`src/rtl/core/hlst_ram.sv`:
```
module hlst_ram #(
    parameter int WIDTH = 8,
    parameter int DEPTH = 64
) (
    input  logic                     i_clk,
    input  logic                     i_we,
    input  logic [$clog2(DEPTH)-1:0] i_waddr,
    input  logic [WIDTH-1:0]         i_wdata,
    input  logic                     i_re,
    input  logic [$clog2(DEPTH)-1:0] i_raddr,
    output logic [WIDTH-1:0]         o_rdata
);

    logic [WIDTH-1:0] r_mem [DEPTH];
    logic [WIDTH-1:0] r_rdata;

    // One write port and one registered read port.
    always_ff @(posedge i_clk) begin
        if (i_we) begin
            r_mem[i_waddr] <= i_wdata;
        end
        if (i_re) begin
            r_rdata <= r_mem[i_raddr];
        end
    end

    assign o_rdata = r_rdata;

endmodule

```
`config.mk`:
```
export PLATFORM = sky130hd
export DESIGN_NAME = hlst_ram
export DESIGN_NICKNAME = d
export VERILOG_FILES = /design/src/rtl/core/hlst_ram.sv
export SDC_FILE = /design/constraint.sdc
export NUM_CORES = 1
export LEC_CHECK = 0
export ABC_AREA = 1
export BUFFER_PORTS_ARGS = -buffer_cell sky130_fd_sc_hd__buf_2
export CORE_MARGIN = 3
export CORE_UTILIZATION = 33
export CTS_CLUSTER_DIAMETER = 200
export DETAILED_ROUTE_END_ITERATION = 7
export GPL_TIMING_DRIVEN = 1
export HOLD_SLACK_MARGIN = 0.12
export SYNTH_ARGS = -nofsm -noshare
export SYNTH_HDL_FRONTEND = slang
export SYNTH_SLANG_ARGS = --single-unit
```
`constraint.sdc`:
```
create_clock -name i_clk -period 2.6 [get_ports i_clk]
set_input_delay 0.52 -clock i_clk [delete_from_list [all_inputs] [get_ports i_clk]]
set_output_delay 0.52 -clock i_clk [all_outputs]
set_load 0.005 [all_outputs]
```
==> run_summary.xml, run 1 <==
<?xml version="1.0" encoding="UTF-8"?>
<metrics>
  <group name="yosys">
    <metric name="synth_seq_area_share" unit="">0.729</metric>
    <metric name="yosys.cell_types.count" unit="">15</metric>
    <metric name="ys_warn_count" unit="">0</metric>
    <metric name="syn_nets" unit="">1828</metric>
    <metric name="post-synth-top-area-fraction" unit="">0.729</metric>
    <metric name="synth_area_per_cell" unit="um^2">11.9</metric>
    <metric name="synth_cells" unit="">1805</metric>
    <metric name="synth.largest_area_cell" unit="">edfxtp_1</metric>
    <metric name="synth.cell_area" unit="um^2">21400</metric>
    <metric name="synth_area_leaders" unit="">edfxtp_1 73%, nand2_1 11%, nand3_1 10%, buf_6 1.8%, nor2_1 0.98%</metric>
    <metric name="ys_ff_latch" unit="">520</metric>
  </group>
  <group name="pwr">
    <metric name="power.sequential.fraction" unit="">0.532</metric>
    <metric name="cellLeakagePower" unit="nW">8.80</metric>
    <metric name="relative_contribution_of_the_clock_network_to_total_power" unit="">0.404</metric>
    <metric name="power_switching_share" unit="">0.219</metric>
    <metric name="irDropWorstVdd" unit="mV">0.447</metric>
    <metric name="share_of_power_burned_in_combinational_logic" unit="">0.064</metric>
    <metric name="power.internal" unit="mW">13.7</metric>
    <metric name="pwr_per_cell_area" unit="nW/um^2">716</metric>
    <metric name="net_switching_power" unit="mW">3.85</metric>
  </group>
  <group name="layout">
    <metric name="most_common_library_cell_in_the_layout_ignoring_fill_and_taps" unit="">nand2_1</metric>
    <metric name="layout.nets" unit="">1910</metric>
    <metric name="fillerInstances" unit="">6006</metric>
    <metric name="finalNonFillerCells" unit="">2766</metric>
    <metric name="drive_above_1_share" unit="">0.108</metric>
    <metric name="area_growth" unit="%">14.2</metric>
    <metric name="layout.cells.most_common_list" unit="">648 x nand2_1, 520 x edfxtp_1, 439 x nand3_1, 95 x buf_4, 56 x nor2_1</metric>
  </group>
  <group name="floorplanning">
    <metric name="ios" unit="">31</metric>
    <metric name="initial_core_utilization" unit="">0.336</metric>
    <metric name="die_outline_width" unit="um">261</metric>
    <metric name="die_height" unit="um">261</metric>
    <metric name="fp.coreArea" unit="um^2">63700</metric>
    <metric name="dieArea" unit="um^2">68000</metric>
    <metric name="rows" unit="">92</metric>
  </group>
  <group name="global_route">
    <metric name="first_global_vias" unit="">13700</metric>
    <metric name="global_route.usage.met2" unit="">0.243</metric>
    <metric name="global_route.usage.met1" unit="">0.235</metric>
    <metric name="grt_overflow_total" unit="">0</metric>
    <metric name="grt_first_pass_wirelength" unit="um">83900</metric>
    <metric name="track_usage" unit="">0.162</metric>
    <metric name="grt_start_max_net_pins" unit="">83</metric>
    <metric name="number_of_antenna_violations_at_the_first_check_in_global_routing" unit="">2</metric>
    <metric name="global_route.peak_usage_layer" unit="">met2</metric>
    <metric name="groute.layer.met3.usage" unit="">0.0421</metric>
  </group>
  <group name="worst_hold_path">
    <metric name="worst_hold_path_type" unit="">primary input to register</metric>
    <metric name="whs_path_depth" unit="">1</metric>
  </group>
  <group name="sta">
    <metric name="worst_slew_margin_rel" unit="">0.338</metric>
    <metric name="fin_skew" unit="ns">0.0237</metric>
    <metric name="layout_setup_ws" unit="ns">0.844</metric>
    <metric name="summed_negative_setup_slack_over_all_endpoints" unit="ns">0</metric>
    <metric name="timing.final.crit_period" unit="ns">1.76</metric>
    <metric name="hold_viol_final" unit="">0</metric>
    <metric name="max_slew.worst_pin.slew" unit="ns">0.992</metric>
    <metric name="fmax" unit="MHz">570</metric>
    <metric name="timing_max_transition_violations_final" unit="">0</metric>
    <metric name="number_of_endpoints_failing_setup_at_the_final_stage" unit="">0</metric>
    <metric name="timing.final.crit_share" unit="">0.675</metric>
    <metric name="rsz0062_at_grt" unit="">false</metric>
  </group>
  <group name="worst_setup_path">
    <metric name="worstPathRequired" unit="ns">2.93</metric>
    <metric name="reg2reg_depth" unit="">8</metric>
    <metric name="setup.worst_path.end_class" unit="">register</metric>
    <metric name="worst_setup_path_start_kind" unit="">primary input</metric>
    <metric name="cp_slowest_cell" unit="">buf_12</metric>
    <metric name="worstSetupPathType" unit="">primary input to register</metric>
    <metric name="critical_path.cell_chain" unit="">buf_4 -&gt; inv_4 -&gt; buf_12 -&gt; nand3_1 -&gt; nand3_1 -&gt; nand2_1 -&gt; nand2_1 -&gt; nand3_1 -&gt; nand3_1 -&gt; nand2_1</metric>
    <metric name="cp_data_arrival_time" unit="ns">2.09</metric>
    <metric name="cp_slowest_stage_delay" unit="ns">0.33</metric>
    <metric name="crit_top_cell" unit="">nand3_1</metric>
    <metric name="critical_path.max_fanout" unit="">80</metric>
  </group>
  <group name="clocking">
    <metric name="cts.reportedPaths.clkPinSlew" unit="ns">0.06</metric>
    <metric name="cts_num_sinks" unit="">520</metric>
    <metric name="cts_resizes" unit="">0</metric>
    <metric name="tritoncts.num_buffers" unit="">51</metric>
    <metric name="tritoncts" unit="">done</metric>
    <metric name="clock-root-buffer" unit="">clkbuf_16</metric>
    <metric name="ctsLongestPathBuffers" unit="">3</metric>
    <metric name="worst_skew_pair.late_latency" unit="ns">0.59</metric>
    <metric name="htreeDepth" unit="">2</metric>
    <metric name="postCtsSetupRepairBufs" unit="">0</metric>
    <metric name="hold_buffers" unit="">0</metric>
  </group>
  <group name="detailed_routing">
    <metric name="routed_via_density" unit="">5.06</metric>
    <metric name="drt_first_iter_violations" unit="">1470</metric>
    <metric name="routed_wl" unit="um">55300</metric>
    <metric name="num_vias" unit="">14000</metric>
    <metric name="detailedRoute.firstPassIterationCount" unit="">6</metric>
    <metric name="drc_errors" unit="">0</metric>
    <metric name="ant_nets" unit="">0</metric>
    <metric name="route.detailed.wl_per_inst" unit="um">20.0</metric>
  </group>
  <group name="place">
    <metric name="port-buffer-count" unit="">30</metric>
    <metric name="place_congestion" unit="">0.864</metric>
    <metric name="dp.cells" unit="">2680</metric>
    <metric name="preCtsSetupSlack" unit="ns">0.308</metric>
    <metric name="place.detailed.hpwl" unit="um">33400</metric>
  </group>
  <group name="flow_run">
    <metric name="drv.max_cap_violation_count" unit="">0</metric>
  </group>
  <group name="status">
    <metric name="run_status" unit="">completed</metric>
  </group>
</metrics>
[critical path, delay by kind of cell]
kind | cells | cell delay [ns]
buffers and inverters | 3 | 0.59
and+or+nand+nor | 7 | 0.89
[state kept, by name, summed over array words and instances (netlist names)]
signal   count
o_rdata      8
r_mem      512
[stage by stage]
stage	utilization	area, um^2	power, mW	hold slack [ns]
finish	0.384	24500	17.5	0.346
global route	0.384	24500	18.1	0.321
CTS	0.384	24500	17.7	0.304
detailed placement	0.360	22900	10.6	0.889
global placement	0.360	22900	10.6	0.891
floorplan	-	21400	10.1	0.619
[final cells by class]
class | instances | area [um^2] | share of cell area
flip-flops and latches | 520 | 15600 | 0.638
multi-input cells | 1160 | 4950 | 0.202
clock buffers | 66 | 1380 | 0.0562
repair buffers | 142 | 1220 | 0.0501
well taps | 846 | 1060 | 0.0433
clock inverters | 19 | 186 | 0.00762
inverters | 12 | 52.6 | 0.00215
diodes | 1 | 2.50 | 0.000102
[logic make-up after synthesis]
group         share of synthesized area
simple gates                      0.231
buf+inv                          0.0401
flops                             0.729
[routing by layer]
layer  up-vias  routed length (um)
li1       6511                   -
met3        84                4860
met4         4                1130
met5         -                  27
met2       505               24300
met1      6891               25000
[cell usage after synthesis]
cell and count:
buf_2 37, edfxtp_1 520, clkbuf_1 15, buf_8 2, inv_1 10, nand3_1 439, nand2_1 648, inv_2 1
buf_6 35, inv_6 1, buf_1 10, nand4_1 9, buf_4 14, nor2_1 56, nor4_1 8
[worst paths after layout]
check	from	endpoint	slack, ns
worst min-delay path	i_re	o_rdata[3]	0.35
worst max register to register	r_mem[63][3]	o_rdata[3]	1.08
worst min register to register	r_mem[40][1]	o_rdata[1]	0.89
worst max-delay path	i_raddr[1]	o_rdata[3]	0.84
[power by group through the flow]
stage	logic, mW	registers [mW]	clock network (mW)
CTS	1.13	9.32	7.21
global placement	1.12	9.49	0
finish	1.13	9.32	7.08
global route	1.24	9.32	7.55
detailed placement	1.12	9.50	0
floorplan	0.652	9.49	0
Note: power is estimated with default switching activity, not from simulation.
==> run 2, diff against run 1 <==
==> constraint.sdc (replaced) <==
create_clock -name i_clk -period 1.7 [get_ports i_clk]
set_input_delay 0.34 -clock i_clk [delete_from_list [all_inputs] [get_ports i_clk]]
set_output_delay 0.34 -clock i_clk [all_outputs]
set_load 0.005 [all_outputs]
==> run_summary.xml, run 2 (synthesized netlist as in run 1, its figures left out) <==
<?xml version="1.0" encoding="UTF-8"?>
<metrics>
  <group name="sta">
    <metric name="fmax" unit="MHz">614</metric>
    <metric name="hold-worst-slack" unit="ns">0.264</metric>
    <metric name="max_slew.worst_pin.slew" unit="ns">0.675</metric>
    <metric name="number_of_endpoints_failing_setup_at_the_final_stage" unit="">0</metric>
    <metric name="fin_skew" unit="ns">0.0240</metric>
    <metric name="timing.final.crit_period" unit="ns">1.63</metric>
    <metric name="timing.final.crit_share" unit="">0.958</metric>
    <metric name="worst_slew_margin_rel" unit="">0.550</metric>
    <metric name="rsz0062_at_grt" unit="">false</metric>
    <metric name="hold_viol_final" unit="">0</metric>
    <metric name="timing_max_transition_violations_final" unit="">0</metric>
    <metric name="layout_setup_ws" unit="ns">0.0715</metric>
  </group>
  <group name="place">
    <metric name="port-buffer-count" unit="">30</metric>
    <metric name="preCtsSetupSlack" unit="ns">-0.333</metric>
    <metric name="place_congestion" unit="">0.848</metric>
    <metric name="dp.cells" unit="">2716</metric>
    <metric name="place.detailed.hpwl" unit="um">32800</metric>
  </group>
  <group name="layout">
    <metric name="largest_register_ff_count" unit="">512</metric>
    <metric name="finalNonFillerCells" unit="">2814</metric>
    <metric name="drive_above_1_share" unit="">0.133</metric>
    <metric name="layout.cells.most_common_list" unit="">648 x nand2_1, 520 x edfxtp_1, 439 x nand3_1, 112 x buf_4, 55 x clkbuf_16</metric>
    <metric name="top_register" unit="">r_mem</metric>
    <metric name="share_of_the_core_filled_with_cells" unit="">0.394</metric>
    <metric name="area_growth" unit="%">17.2</metric>
    <metric name="most_common_library_cell_in_the_layout_ignoring_fill_and_taps" unit="">nand2_1</metric>
    <metric name="layout.nets" unit="">1949</metric>
  </group>
  <group name="global_route">
    <metric name="grt_first_pass_wirelength" unit="um">82100</metric>
    <metric name="number_of_antenna_violations_at_the_first_check_in_global_routing" unit="">3</metric>
    <metric name="first_global_vias" unit="">13500</metric>
    <metric name="grt_start_max_net_pins" unit="">97</metric>
    <metric name="track_usage" unit="">0.159</metric>
    <metric name="grt_overflow_total" unit="">0</metric>
  </group>
  <group name="detailed_routing">
    <metric name="num_vias" unit="">14000</metric>
    <metric name="drc_errors" unit="">0</metric>
    <metric name="route.detailed.wl_per_inst" unit="um">19.2</metric>
    <metric name="routed_wl" unit="um">54000</metric>
    <metric name="routed_via_density" unit="">4.98</metric>
    <metric name="detailedRoute.firstPassIterationCount" unit="">5</metric>
    <metric name="drt_first_iter_violations" unit="">1491</metric>
    <metric name="ant_nets" unit="">0</metric>
  </group>
  <group name="worst_setup_path">
    <metric name="cp_slowest_cell" unit="">edfxtp_1</metric>
    <metric name="worstSetupPathType" unit="">register to output port</metric>
    <metric name="worst_setup_path_start_kind" unit="">register</metric>
    <metric name="critPathTopFamily" unit="">flip-flops</metric>
    <metric name="worstPathRequired" unit="ns">1.36</metric>
    <metric name="setup.worst_path.end_class" unit="">output port</metric>
    <metric name="critical_path.cell_chain" unit="">buf_2</metric>
    <metric name="critical_path.max_fanout" unit="">1</metric>
    <metric name="cp_slowest_stage_delay" unit="ns">0.50</metric>
    <metric name="cp_data_arrival_time" unit="ns">1.29</metric>
    <metric name="critical_path.n_buffers_inverters" unit="">1</metric>
  </group>
  <group name="floorplanning">
    <metric name="initial_core_utilization" unit="">0.336</metric>
    <metric name="die_height" unit="um">261</metric>
    <metric name="die_outline_width" unit="um">261</metric>
    <metric name="rows" unit="">92</metric>
    <metric name="dieArea" unit="um^2">68000</metric>
    <metric name="fp.coreArea" unit="um^2">63700</metric>
    <metric name="ios" unit="">31</metric>
  </group>
  <group name="clocking">
    <metric name="hold_buffers" unit="">1</metric>
    <metric name="tritoncts" unit="">done</metric>
    <metric name="cts.reportedPaths.clkPinSlew" unit="ns">0.06</metric>
    <metric name="clock-root-buffer" unit="">clkbuf_16</metric>
    <metric name="postCtsSetupRepairBufs" unit="">0</metric>
    <metric name="cts_resizes" unit="">0</metric>
    <metric name="cts_num_sinks" unit="">520</metric>
    <metric name="ctsLongestPathBuffers" unit="">3</metric>
    <metric name="tritoncts.num_buffers" unit="">53</metric>
    <metric name="worst_skew_pair.late_latency" unit="ns">0.61</metric>
    <metric name="htreeDepth" unit="">2</metric>
  </group>
  <group name="pwr">
    <metric name="share_of_power_burned_in_combinational_logic" unit="">0.069</metric>
    <metric name="design_power_total" unit="mW">27.0</metric>
    <metric name="relative_contribution_of_the_clock_network_to_total_power" unit="">0.402</metric>
    <metric name="power.internal" unit="mW">21.0</metric>
    <metric name="irDropWorstVdd" unit="mV">0.655</metric>
    <metric name="power_switching_share" unit="">0.223</metric>
    <metric name="pwr_per_cell_area" unit="nW/um^2">1070</metric>
    <metric name="cellLeakagePower" unit="nW">9.08</metric>
    <metric name="net_switching_power" unit="mW">6.00</metric>
    <metric name="power.sequential.fraction" unit="">0.529</metric>
  </group>
  <group name="worst_hold_path">
    <metric name="worst_hold_path_type" unit="">primary input to register</metric>
  </group>
  <group name="flow_run">
    <metric name="drv.max_cap_violation_count" unit="">0</metric>
  </group>
  <group name="status">
    <metric name="run_status" unit="">completed</metric>
  </group>
</metrics>
## run 2: final cells by class
class,count,area [um^2]
flip-flops and latches,520,15600
clock buffers,67,1420
clock inverters,29,178
multi-input cells,1160,5030
fillers,5962,38500
repair buffers,179,1750
inverters,12,52.6
well taps,846,1060
diodes,1,2.50
## run 2: through the flow
stage | TNS [ns] | instance area (um^2)
after floorplan | -63.58 | 21500
after global placement | -2.23 | 23500
after detailed placement | -2.36 | 23500
after CTS | 0 | 25100
after global routing | 0 | 25100
final | 0 | 25100
## run 2: routing by layer
layer / track usage / vias to the layer above / part of all wire
met5: 0 / - / 0.00035
met2: 0.239 / 483 / 0.44
li1: - / 6607 / -
met3: 0.0377 / 81 / 0.082
met4: 0.0426 / 4 / 0.020
met1: 0.230 / 6827 / 0.46
## run 2: worst paths after layout
path / start / cells past startpoint / to / slack [ns]
worst max-delay path: o_rdata[6] / 1 / o_rdata[6] / 0.07
worst min-delay path: i_wdata[2] / 2 / r_mem[28][2] / 0.26
worst max register to register: r_mem[59][1] / 8 / o_rdata[1] / 0.27
worst min register to register: r_mem[2][3] / 8 / o_rdata[3] / 0.92
## run 2: power groups by stage
| stage | combinational [mW] | sequential [mW] | clock [mW] |
|---|---|---|---|
| after floorplan | 1.02 | 14.5 | 0 |
| after global placement | 1.83 | 14.5 | 0 |
| after detailed placement | 1.86 | 14.5 | 0 |
| after CTS | 1.86 | 14.3 | 11.1 |
| after global routing | 2.04 | 14.3 | 11.6 |
| final | 1.86 | 14.3 | 10.8 |
