### src/rtl/core/hlst_pkg.sv
package hlst_pkg;

    // Field widths fixed by the item formats.
    localparam int PORT_W     = 16;
    localparam int ADDR_W     = 32;
    localparam int TIME_W     = 32;
    localparam int RTT_W      = 16;
    localparam int COUNT_W    = 16;
    localparam int HOP_W      = 6;

    // Running-mean divider: a 32-bit sum over a 17-bit divisor, 16 quotient bits.
    localparam int DIVIDEND_W = 32;
    localparam int DIVISOR_W  = 17;
    localparam int QUOT_W     = 16;
    localparam int STEP_W     = 4;

    // Defaults.
    localparam int TABLE_DEPTH_DEF             = 64;
    localparam logic [PORT_W-1:0] BASE_PORT_RESET = 16'd33440;
    localparam logic [RTT_W-1:0] RTT_LIMIT       = 16'hFFFF;
    localparam logic [COUNT_W-1:0] COUNT_LIMIT   = 16'hFFFF;

    // One received probe reply.
    typedef struct packed {
        logic [PORT_W-1:0] quoted_dest_port;
        logic [ADDR_W-1:0] source_address;
        logic [TIME_W-1:0] sent_time_ms;
        logic [TIME_W-1:0] now_time_ms;
    } t_probe;

    // One result item.
    typedef struct packed {
        logic [HOP_W-1:0]   hop_index;
        logic               index_ok;
        logic [ADDR_W-1:0]  hop_address;
        logic [RTT_W-1:0]   last_rtt;
        logic [RTT_W-1:0]   min_rtt;
        logic [RTT_W-1:0]   max_rtt;
        logic [RTT_W-1:0]   mean_rtt;
        logic [COUNT_W-1:0] reply_count;
    } t_result;

    // One stored table entry.
    typedef struct packed {
        logic [ADDR_W-1:0]  address;
        logic [COUNT_W-1:0] count;
        logic [RTT_W-1:0]   last;
        logic [RTT_W-1:0]   min;
        logic [RTT_W-1:0]   max;
        logic [RTT_W-1:0]   mean;
    } t_entry;

    // Divider status toward the controller.
    typedef struct packed {
        logic busy;
        logic done;
    } t_div_stat;

    // Controller states.
    typedef enum logic [2:0] {
        ST_IDLE,
        ST_CALC,
        ST_START,
        ST_DIV,
        ST_WB
    } t_state;

endpackage

### src/rtl/core/hlst_div.sv
module hlst_div (
    input  logic                                i_clk,
    input  logic                                i_rst_n,
    input  logic                                i_start,
    input  logic [hlst_pkg::DIVIDEND_W-1:0]     i_dividend,
    input  logic [hlst_pkg::DIVISOR_W-1:0]      i_divisor,
    output hlst_pkg::t_div_stat                 o_stat,
    output logic [hlst_pkg::QUOT_W-1:0]         o_quotient
);

    localparam int QW = hlst_pkg::QUOT_W;
    localparam int DW = hlst_pkg::DIVISOR_W;
    localparam logic [hlst_pkg::STEP_W-1:0] LAST_STEP = hlst_pkg::STEP_W'(QW - 1);

    logic [DW-1:0]                 r_rem;
    logic [QW-1:0]                 r_low;
    logic [DW-1:0]                 r_div;
    logic [hlst_pkg::STEP_W-1:0]   r_step;
    logic                          r_busy;
    logic                          r_done;

    logic [DW:0]   w_trial;
    logic [DW:0]   w_diff;
    logic          w_ge;
    logic [DW-1:0] n_rem;

    // One restoring step: shift in the next dividend bit and try the subtract.
    always_comb begin
        w_trial = {r_rem, r_low[QW-1]};
        w_diff  = w_trial - {1'b0, r_div};
        w_ge    = (w_trial >= {1'b0, r_div});
        n_rem   = w_ge ? w_diff[DW-1:0] : w_trial[DW-1:0];
    end

    // The upper half of the dividend is already below the divisor, so it
    // seeds the remainder; the lower half shifts out while quotient bits shift in.
    always_ff @(posedge i_clk) begin
        if (!i_rst_n) begin
            r_busy <= 1'b0;
            r_done <= 1'b0;
            r_step <= '0;
        end else begin
            r_done <= 1'b0;
            if (i_start) begin
                r_busy <= 1'b1;
                r_step <= '0;
                r_rem  <= {1'b0, i_dividend[hlst_pkg::DIVIDEND_W-1:QW]};
                r_low  <= i_dividend[QW-1:0];
                r_div  <= i_divisor;
            end else if (r_busy) begin
                r_rem  <= n_rem;
                r_low  <= {r_low[QW-2:0], w_ge};
                r_step <= r_step + 1'b1;
                if (r_step == LAST_STEP) begin
                    r_busy <= 1'b0;
                    r_done <= 1'b1;
                end
            end
        end
    end

    assign o_stat.busy = r_busy;
    assign o_stat.done = r_done;
    assign o_quotient  = r_low;

endmodule

### config.mk
export PLATFORM = sky130hd
export DESIGN_NAME = hlst_div
export DESIGN_NICKNAME = d
export VERILOG_FILES = /design/src/rtl/core/hlst_pkg.sv /design/src/rtl/core/hlst_div.sv
export SDC_FILE = /design/constraint.sdc
export NUM_CORES = 1
export LEC_CHECK = 0
export BUFFER_PORTS_ARGS = -buffer_cell sky130_fd_sc_hd__buf_2
export CAP_MARGIN = 25
export CORE_AREA = 5 5 85 87
export CTS_CLUSTER_DIAMETER = 50
export DETAILED_ROUTE_END_ITERATION = 10
export DIE_AREA = 0 0 90 92
export PLACE_DENSITY_LB_ADDON = 0.05
export SYNTH_ARGS = -nofsm -noshare
export SYNTH_HDL_FRONTEND = slang
export SYNTH_SLANG_ARGS = --single-unit
### constraint.sdc
create_clock -name i_clk -period 8.3 [get_ports i_clk]
set_clock_uncertainty 0.1 [all_clocks]
set_input_delay 2.49 -clock i_clk [delete_from_list [all_inputs] [get_ports i_clk]]
set_output_delay 2.49 -clock i_clk [all_outputs]
set_load 0.005 [all_outputs]
==> results of run 1 <==
final timing paths:
| path | to | slack (ns) | cells past startpoint |
|---|---|---|---|
| setup / recovery | r_rem[14]$_DFFE_PP_ | 4.06 | 4 |
| hold / removal | r_done$_SDFF_PP0_ | 0.42 | 2 |
| setup reg to reg | r_rem[7]$_DFFE_PP_ | 5.35 | 10 |
| hold reg to reg | r_done$_SDFF_PP0_ | 0.42 | 2 |
stage by stage:
stage                     instances  hold slack (ns)
final                           438            0.419
after global routing            438            0.457
after CTS                       438            0.420
after detailed placement        430            0.401
after global placement          430            0.391
after floorplan                 297            0.363
registers in the layout (all words and copies together) (netlist names):
signal and cells:
r_rem 17, r_div 17, r_step 4, r_done 1, r_busy 1, o_quotient 16
worst max-delay path, stage by stage:
cell,delay [ns]
buf_2,0.58
clkinv_1,0.68
a31oi_1,0.33
o31ai_1,0.10
per-layer routing:
| layer | vias to the layer above | GRT usage (%) |
|---|---|---|
| met3 | 7 | 4.34 |
| met4 | 0 | 4.59 |
| met5 | - | 0 |
| li1 | 1248 | - |
| met2 | 58 | 27.7 |
| met1 | 1160 | 24.2 |
placed cells by master, fill, tap and decap left out, drive strengths merged, types with 8 or more instances in the layout:
cell type and instances:
a21o 8, mux2 17, nor2 12, ha 18, o21ai 11, edfxtp 50
a2bb2oi 11, nand2 22, buf 70, inv 21, a21oi 26
final cells by class:
type,count,share of cell area (%)
clock inverters,2,0.456
inverters,20,1.96
clock buffers,6,2.15
flip-flops and latches,56,42.2
repair buffers,70,9.19
multi-input cells,207,41.5
well taps,77,2.51
power by group through the flow:
stage | registers [mW] | logic, mW | clock network (mW)
floorplan | 0.348 | 0.146 | 0
global placement | 0.350 | 0.191 | 0
detailed placement | 0.349 | 0.193 | 0
CTS | 0.343 | 0.195 | 0.173
global route | 0.345 | 0.219 | 0.185
finish | 0.343 | 0.194 | 0.169
logic make-up after synthesis:
family	after synthesis
DFF	56
adders and majority gates	19
buffers and inverters	34
and+or+nand+nor	73
muxes	21
AOI/OAI and AO/OA	83
xor gates and xnor gates	11
==> flow_summary_export.csv, run 1 <==
group,metric,value,unit
pwr,pwr-share-clk,24.0,%
setup_path,end_kind,"register",
hold_path,min-delay-start,"r_step[3]$_SDFFE_PP0P_",
die,start_util,53.6,%
synthesis,synth-edff-count,50,
sta,fmax,0.236,GHz
setup_path,timing.rr.start,"o_quotient[15]$_DFFE_PP_",
drt,firstDrtPassIters,4,
drt,wl_met1,3.41,mm
drt,drc,0,
synthesis,ys.flop_type,"edfxtp_1",
pwr,power.density,184,mW/mm2
placement,dpl.hpwl,5.10,mm
global_route,antenna_found_initial,0,
synthesis,synth_compound_area_share,18.8,%
setup_path,worstPathRequired,8.24,ns
cts,cts_hold_buf,0,
flow_run,max-cap-violations,0,
global_route,overflow,0,
setup_path,critPathLaunch,"i_start",
synthesis,synthXorXnorAreaFrac,2.86,%
drt,vias,2473,
cts,cts_root_buf,"clkbuf_8",
layout,postLayoutCoreUtil,61.2,%
synthesis,synth_top_family_by_area,"compound AO/OA/AOI/OAI gates",
sta,fin_crit,4.24,ns
layout,area_growth,14.2,%
pwr,p_leak,1.61,nW
die,die_area,0.00828,mm2
synthesis,synth_top_area_cell,"edfxtp_1",
run_status,outcome,"completed",
global_route,first_global_vias,2530,
setup_path,critPathKind,"in2reg",
layout,register_area,0.00162,mm2
die,die_width,90,um
sta,slew_headroom,40.2,%
cts,cts_tree,"built",
synthesis,synth-adder-area-share,7.29,%
die,num_rows,29,
placement,dp_slack,3.65,ns
layout,multi_input_area,0.00159,mm2
pwr,netSwitchingPower,215,uW
cts,h-tree-depth,2,
synthesis,ys_ff_latch,56,
cts,cts.path.max_buffers,2,
pwr,seqPwrFrac,48.6,%
sta,setup_tns,0,ns
sta,slew_violations,0,
synthesis,ys_seq_area_share,48.2,%
synthesis,synth.most_common_cell,"edfxtp_1",
sta,rsz0062_at_grt,"no",
setup_path,worst_setup_path_start_kind,"input port",
pwr,vdd_drop_max,110,uV
layout,fin_nets,431,
cts,cts_made_buffers,5,
drt,wl_met2,3.17,mm
sta,finalHoldViolations,0,
synthesis,ys_warn_count,0,
placement,gp_congestion,0.781,
die,die_h,92,um
synthesis,post_synth_and_or_nand_nor_area_fraction,11.6,%
global_route,grt_max_degree,40,
drt,drt-wirelength-per-cell,16.1,um
placement,io_buffers,69,
synthesis,synth_common_cells,"edfxtp_1, a21oi_1, nand2_1, inv_1, ha_1",
drt,antenna_left,0,
layout,drive_gt1_share,29.6,%
synthesis,synth_top_area_share,44.6,%
synthesis,mappedNetlistNets,368,
synthesis,synth.distinct_cells,57,
layout,postLayoutCellArea,0.00384,mm2
placement,dpl-instance-area,0.00374,mm2
synthesis,avgSynthCellArea,11.3,um2
die,core_area,0.00628,mm2
cts,post_cts_resized,0,
synthesis,async_reset_ff_share,0,%
cts,clock_sink_count,56,
cts,post_cts_buffers,0,
pwr,power.total,706,uW
drt,totalWireLength,7.05,mm
drt,wl_met3,381,um
pwr,power.internal,491,uW
setup_path,cp.arrival,4.19,ns
synthesis,synth_cells,297,
sta,setup_violations,0,
sta,worst_pin_slew,0.898,ns
synthesis,yosys-top-cells-area,"edfxtp_1, ha_1, mux2_2",
layout,num-fill-cells,547,
global_route,grt_use_total,17.5,%
cts,path_clk_slew,0.10,ns
global_route,grt_pass1_wl,12.1,mm
synthesis,netlist_area,0.00336,mm2
drt,vias_per_cell,5.65,
drt,route.top_layer_used,"met4",
layout,insertedDiodeCount,0,
sta,finalCritPeriodShare,51.1,%
die,io_pins,70,
cts,clk_latency,0.32,ns
pwr,combPwrFrac,27.4,%
hold_path,hold_path.class,"reg2reg",
sta,fin_ws,4.06,ns
setup_path,critPathMaxFanout,39,
synthesis,synth.mux.area_fraction,6.88,%
pwr,p_sw_share,30.5,%
drt,drt_iter0_markers,104,
Power figures use the tool's default switching activity.
==> run 2, diff against run 1 <==
Settings changed: CORE_AREA 5 5 85 87 to 5 5 89 91, DIE_AREA 0 0 90 92 to 0 0 94 96.
Clock period 8.3 ns to 3.7 ns, I/O delays scaled along.
==> run 2 against run 1 <==
  * Wire length grew 4.1%
  * Flip-flop and latch count is the same
  * Critical path depth grew 6
  * Die area grew 9.0%
  * Hold slack lost 0.0015 ns
  * Worst setup slack lost 3.3 ns
==> flow_summary_export.csv, run 2 (same netlist as run 1, synthesis figures left out) <==
group,metric,value,unit
sta,finalHoldViolations,0,
pwr,power.density,405,mW/mm2
setup_path,cp.arrival,2.93,ns
drt,drt-wirelength-per-cell,15.9,um
drt,antenna_left,0,
die,die_h,96,um
sta,slew_headroom,62.6,%
cts,clk_latency,0.32,ns
layout,final_cell_mix,"buf_2, edfxtp_1, a21oi_1, nand2_1, inv_1",
cts,post_cts_resized,0,
cts,cts.path.max_buffers,2,
layout,num-fill-cells,660,
sta,setup_tns,0,ns
layout,finalNonFillerCells,462,
drt,drc,0,
sta,worst_pin_slew,0.559,ns
placement,io_buffers,69,
cts,cts_tree,"built",
global_route,first_global_vias,2536,
global_route,antenna_found_initial,0,
setup_path,crit_family,"compound AO/OA/AOI/OAI gates",
setup_path,crit_path_frequent_cell,"inv_1",
layout,postLayoutCoreUtil,54.9,%
drt,drt_iter0_markers,97,
pwr,vdd_drop_max,191,uV
drt,vias,2512,
setup_path,worst_path_max_delay_cell,"a21boi_4",
setup_path,worst_setup_path_start_kind,"register",
global_route,grt_use_total,17.3,%
cts,cts_hold_buf,0,
setup_path,worstPathRequired,3.68,ns
sta,fin_ws,0.751,ns
layout,drive_gt1_share,30.0,%
die,io_pins,70,
sta,slew_violations,0,
drt,firstDrtPassIters,4,
run_status,outcome,"completed",
global_route,grt_pass1_wl,12.2,mm
layout,multi_input_area,0.00159,mm2
cts,clock_sink_count,56,
placement,dp.cells,454,
drt,wl_met1,3.38,mm
pwr,p_leak,1.62,nW
global_route,overflow,0,
drt,wl_met2,3.40,mm
cts,path_clk_slew,0.11,ns
die,die_width,94,um
sta,rsz0062_at_grt,"no",
placement,dpl-instance-area,0.00378,mm2
drt,wl_met3,488,um
cts,cts_made_buffers,5,
layout,area_growth,15.2,%
setup_path,worst-path-buf-inv,2,
cts,h-tree-depth,2,
die,core_area,0.00706,mm2
placement,dpl.hpwl,5.28,mm
die,die_area,0.00902,mm2
hold_path,hold_path.class,"reg2reg",
layout,postLayoutCellArea,0.00387,mm2
die,start_util,47.6,%
cts,post_cts_buffers,0,
sta,fmax,0.339,GHz
placement,gp_congestion,0.807,
sta,setup_violations,0,
setup_path,critPathKind,"reg2reg",
sta,fin_crit,2.95,ns
flow_run,max-cap-violations,0,
setup_path,critPathMaxFanout,17,
drt,vias_per_cell,5.44,
setup_path,crit_chain,"inv_1 -> ha_1 -> inv_1 -> fa_1 -> a21o_1 -> a221oi_4 -> o21bai_4 -> a21boi_4 -> nor2_1 -> o22a_1",
setup_path,end_kind,"register",
layout,fin_nets,433,
layout,insertedDiodeCount,0,
pwr,power.total,1.57,mW
layout,final_common_cell,"buf_2",
cts,cts_root_buf,"clkbuf_8",
layout,register_area,0.00162,mm2
sta,hold_ws,0.417,ns
setup_path,max_stage_delay,0.50,ns
die,num_rows,31,
drt,totalWireLength,7.33,mm
global_route,grt_max_degree,35,
sta,finalCritPeriodShare,79.7,%
placement,dp_slack,0.746,ns
drt,route.top_layer_used,"met4",
## run 2: cell types whose count changed in the layout (fill, tap and decap cells not counted)
| cell | delta |
|---|---|
| buf_4 | +2 |
| clkbuf_8 | -1 |
| clkinv_2 | +1 |
| clkinv_4 | +1 |
| inv_6 | -1 |
## run 2: layout make-up
type	count	area share [%]
Inverter	20	1.94
Timing Repair Buffer	72	9.50
Clock inverter	3	0.581
Sequential cell	56	41.9
Multi-Input combinational cell	207	41.1
Tap cell	99	3.20
Clock buffer	5	1.78
## run 2: worst register-to-register path, cell delays in order (launching register included)
cell and delay (ns):
edfxtp_1 0.41, inv_1 0.09, ha_1 0.16, inv_1 0.05, fa_1 0.40, a21o_1 0.24, a221oi_4 0.36, o21bai_4 0.15
a21boi_4 0.50, nor2_1 0.09, o22a_1 0.19
## run 2: path summary, 6_finish.rpt
path	from	endpoint	cells after the start	slack [ns]
worst max register to register	o_quotient[15]$_DFFE_PP_	r_rem[0]$_DFFE_PP_	10	0.75
worst min register to register	r_step[3]$_SDFFE_PP0P_	r_done$_SDFF_PP0_	2	0.42
worst max-delay path	o_quotient[15]$_DFFE_PP_	r_rem[0]$_DFFE_PP_	10	0.75
worst min-delay path	r_step[3]$_SDFFE_PP0P_	r_done$_SDFF_PP0_	2	0.42
## run 2: power by group
| group | internal [mW] | leakage [nW] | switching (mW) | total, mW |
|---|---|---|---|---|
| clock | 0.137 | 0.0485 | 0.226 | 0.363 |
| combinational | 0.197 | 1.05 | 0.241 | 0.437 |
| sequential | 0.748 | 0.522 | 0.0215 | 0.770 |
| total | 1.08 | 1.62 | 0.488 | 1.57 |
## run 2: metal layers
layer	GRT usage, %	vias up
met3	4.53	4
li1	-	1240
met2	28.7	64
met4	4.57	0
met1	22.6	1204
met5	0	-
==> run 3, diff against run 2 <==
Clock period 3.7 ns to 2.4 ns, I/O delays scaled along.
==> run 3 against run 2 <==
  * The run now ends with negative setup slack left
  * First-iteration DRC count up 11%
  * Count of clock-buffer cells in the layout unchanged
  * Die area unchanged
  * Clock power up 53%
  * Non-clock buffer count up 48
  * Combinational power up 110%
  * Critical path depth unchanged
  * Design area up 15%
  * Core utilization up 8.3 points
  * Final cell count up 10%
  * Worst setup slack worse by 0.95 ns
  * Flip-flop and latch count unchanged
  * Critical endpoint is now r_rem[16]$_SDFFCE_PP0P_
==> flow_summary_export.csv, run 3 (same netlist as run 1, synthesis figures left out) <==
group,metric,value,unit
pwr,vdd_drop_max,378,uV
placement,dpl-instance-area,0.00414,mm2
cts,clock_sink_count,56,
sta,fin_crit,2.60,ns
layout,area_growth,32.6,%
sta,slew_violations,0,
die,io_pins,70,
pwr,power.total,2.67,mW
sta,slew_headroom,75.8,%
layout,fin_nets,481,
drt,drc,0,
drt,antenna_left,0,
setup_path,cp.arrival,2.57,ns
sta,finalCritPeriodShare,108,%
drt,drt-wirelength-per-cell,15.5,um
drt,wl_met2,3.89,mm
global_route,grt_pass1_wl,12.7,mm
pwr,power.density,598,mW/mm2
placement,dpl.hpwl,5.94,mm
sta,fmax,0.385,GHz
die,die_area,0.00902,mm2
sta,setup_violations,18,
layout,multi_input_area,0.00178,mm2
drt,wl_met3,433,um
cts,path_clk_slew,0.11,ns
setup_path,worst_setup_path_start_kind,"register",
layout,postLayoutCellArea,0.00446,mm2
die,start_util,47.6,%
run_status,violations,"negative setup slack",
sta,hold_ws,0.404,ns
layout,num-fill-cells,635,
cts,cts_tree,"built",
sta,finalHoldViolations,0,
global_route,overflow,0,
setup_path,max_stage_delay,0.42,ns
global_route,antenna_found_initial,0,
cts,h-tree-depth,2,
sta,fin_ws,-0.199,ns
sta,worst_pin_slew,0.359,ns
setup_path,critPathKind,"reg2reg",
cts,cts_made_buffers,5,
setup_path,crit_path_frequent_cell,"inv_2",
drt,vias_per_cell,5.20,
layout,insertedDiodeCount,0,
die,die_h,96,um
global_route,first_global_vias,2752,
layout,drive_gt1_share,45.5,%
setup_path,r2r_end,"r_rem[16]$_SDFFCE_PP0P_",
layout,final_cell_mix,"buf_2, edfxtp_1, buf_4, nand2_1",
cts,clk_latency,0.32,ns
die,core_area,0.00706,mm2
drt,route.top_layer_used,"met4",
setup_path,worstPathRequired,2.37,ns
cts,cts_hold_buf,0,
global_route,grt_use_total,17.9,%
run_status,outcome,"complete, but fails checks",
layout,register_area,0.00162,mm2
pwr,p_leak,1.89,nW
placement,io_buffers,69,
hold_path,whs_endpoint,"r_done$_SDFF_PP0_",
placement,gp_congestion,0.839,
hold_path,min_path_cells,2,
setup_path,crit_chain,"inv_2 -> ha_4 -> inv_2 -> fa_2 -> a21o_1 -> a221oi_4 -> o21bai_4 -> a2111oi_4 -> or3_1 -> a311oi_2",
setup_path,r2r_slack,-0.20,ns
flow_run,max-cap-violations,0,
setup_path,r2r_cells,10,
hold_path,min-delay-start,"r_step[3]$_SDFFE_PP0P_",
drt,wl_met1,3.50,mm
sta,rsz0062_at_grt,"yes",
cts,cts.path.max_buffers,2,
die,num_rows,31,
setup_path,timing.rr.start,"o_quotient[15]$_DFFE_PP_",
setup_path,worst_path_max_delay_cell,"edfxtp_1",
cts,cts_root_buf,"clkbuf_8",
global_route,grt_max_degree,26,
layout,final_common_cell,"buf_2",
setup_path,critPathLaunch,"o_quotient[15]$_DFFE_PP_",
drt,firstDrtPassIters,4,
layout,finalNonFillerCells,510,
placement,dp.cells,498,
drt,drt_iter0_markers,108,
setup_path,critPathMaxFanout,4,
die,die_width,94,um
hold_path,hold_path.class,"reg2reg",
drt,totalWireLength,7.91,mm
drt,vias,2653,
setup_path,end_kind,"register",
==> run 3: changes by cell type in the layout (fill, tap and decap cells not counted), moves of 5 or more <==
cell	delta
a21oi_1	-12
buf_4	+42
a2bb2oi_1	-5
a2bb2oi_2	+5
a21oi_2	+9
==> run 3: worst max path at each step <==
stage                                          to  slack, ns
after floorplan           r_rem[16]$_SDFFCE_PP0P_      -0.21
after CTS                 r_rem[16]$_SDFFCE_PP0P_      -0.20
after global placement    o_quotient[0]$_DFFE_PP_      -0.21
final                     r_rem[16]$_SDFFCE_PP0P_      -0.20
after global routing      r_rem[16]$_SDFFCE_PP0P_      -0.32
after detailed placement  o_quotient[0]$_DFFE_PP_      -0.27
==> run 3: repair_timing <==
item                       4_1_cts  5_1_grt
gates cloned                     0        0
gates resized for setup         21       23
setup endpoints to repair       18       18
buffers inserted                 4        2
pin swaps                       14       13
==> run 3: power by group <==
part           total, mW  internal, mW  switching (mW)
combinational      0.917         0.469           0.449
sequential          1.19          1.15          0.0387
clock              0.556         0.211           0.345
==> run 3: layout make-up <==
class	instances	area share [%]
Multi-Input combinational cell	207	39.8
Timing Repair Buffer	120	17.3
Clock buffer	5	1.54
Clock inverter	3	0.505
Sequential cell	56	36.4
Inverter	20	1.68
Tap cell	99	2.78
==> run 3: metrics by stage <==
step                      worst slack (ns)  setup TNS [ns]  util (%)
after global placement              -0.212           -2.37      58.6
after floorplan                     -0.205           -2.29         -
after detailed placement            -0.273           -3.42      58.6
after CTS                           -0.202           -2.32      61.5
final                               -0.199           -2.24      63.2
after global routing                -0.321           -4.21      63.2
==> run 3: critical path: cells and delay by family (launching register included) <==
family / cells / cell delay, ns
buffers and inverters: 2 / 0.12
adder cells (fa/ha/maj): 2 / 0.47
flip-flops: 1 / 0.42
AO/OA/AOI/OAI: 5 / 1.05
AND/OR/NAND/NOR: 1 / 0.18
==> run 3: metal layers <==
layer | track usage, % | up-vias
li1 | - | 1339
met5 | 0 | -
met3 | 4.85 | 6
met4 | 4.33 | 0
met1 | 22.1 | 1259
met2 | 31.1 | 49
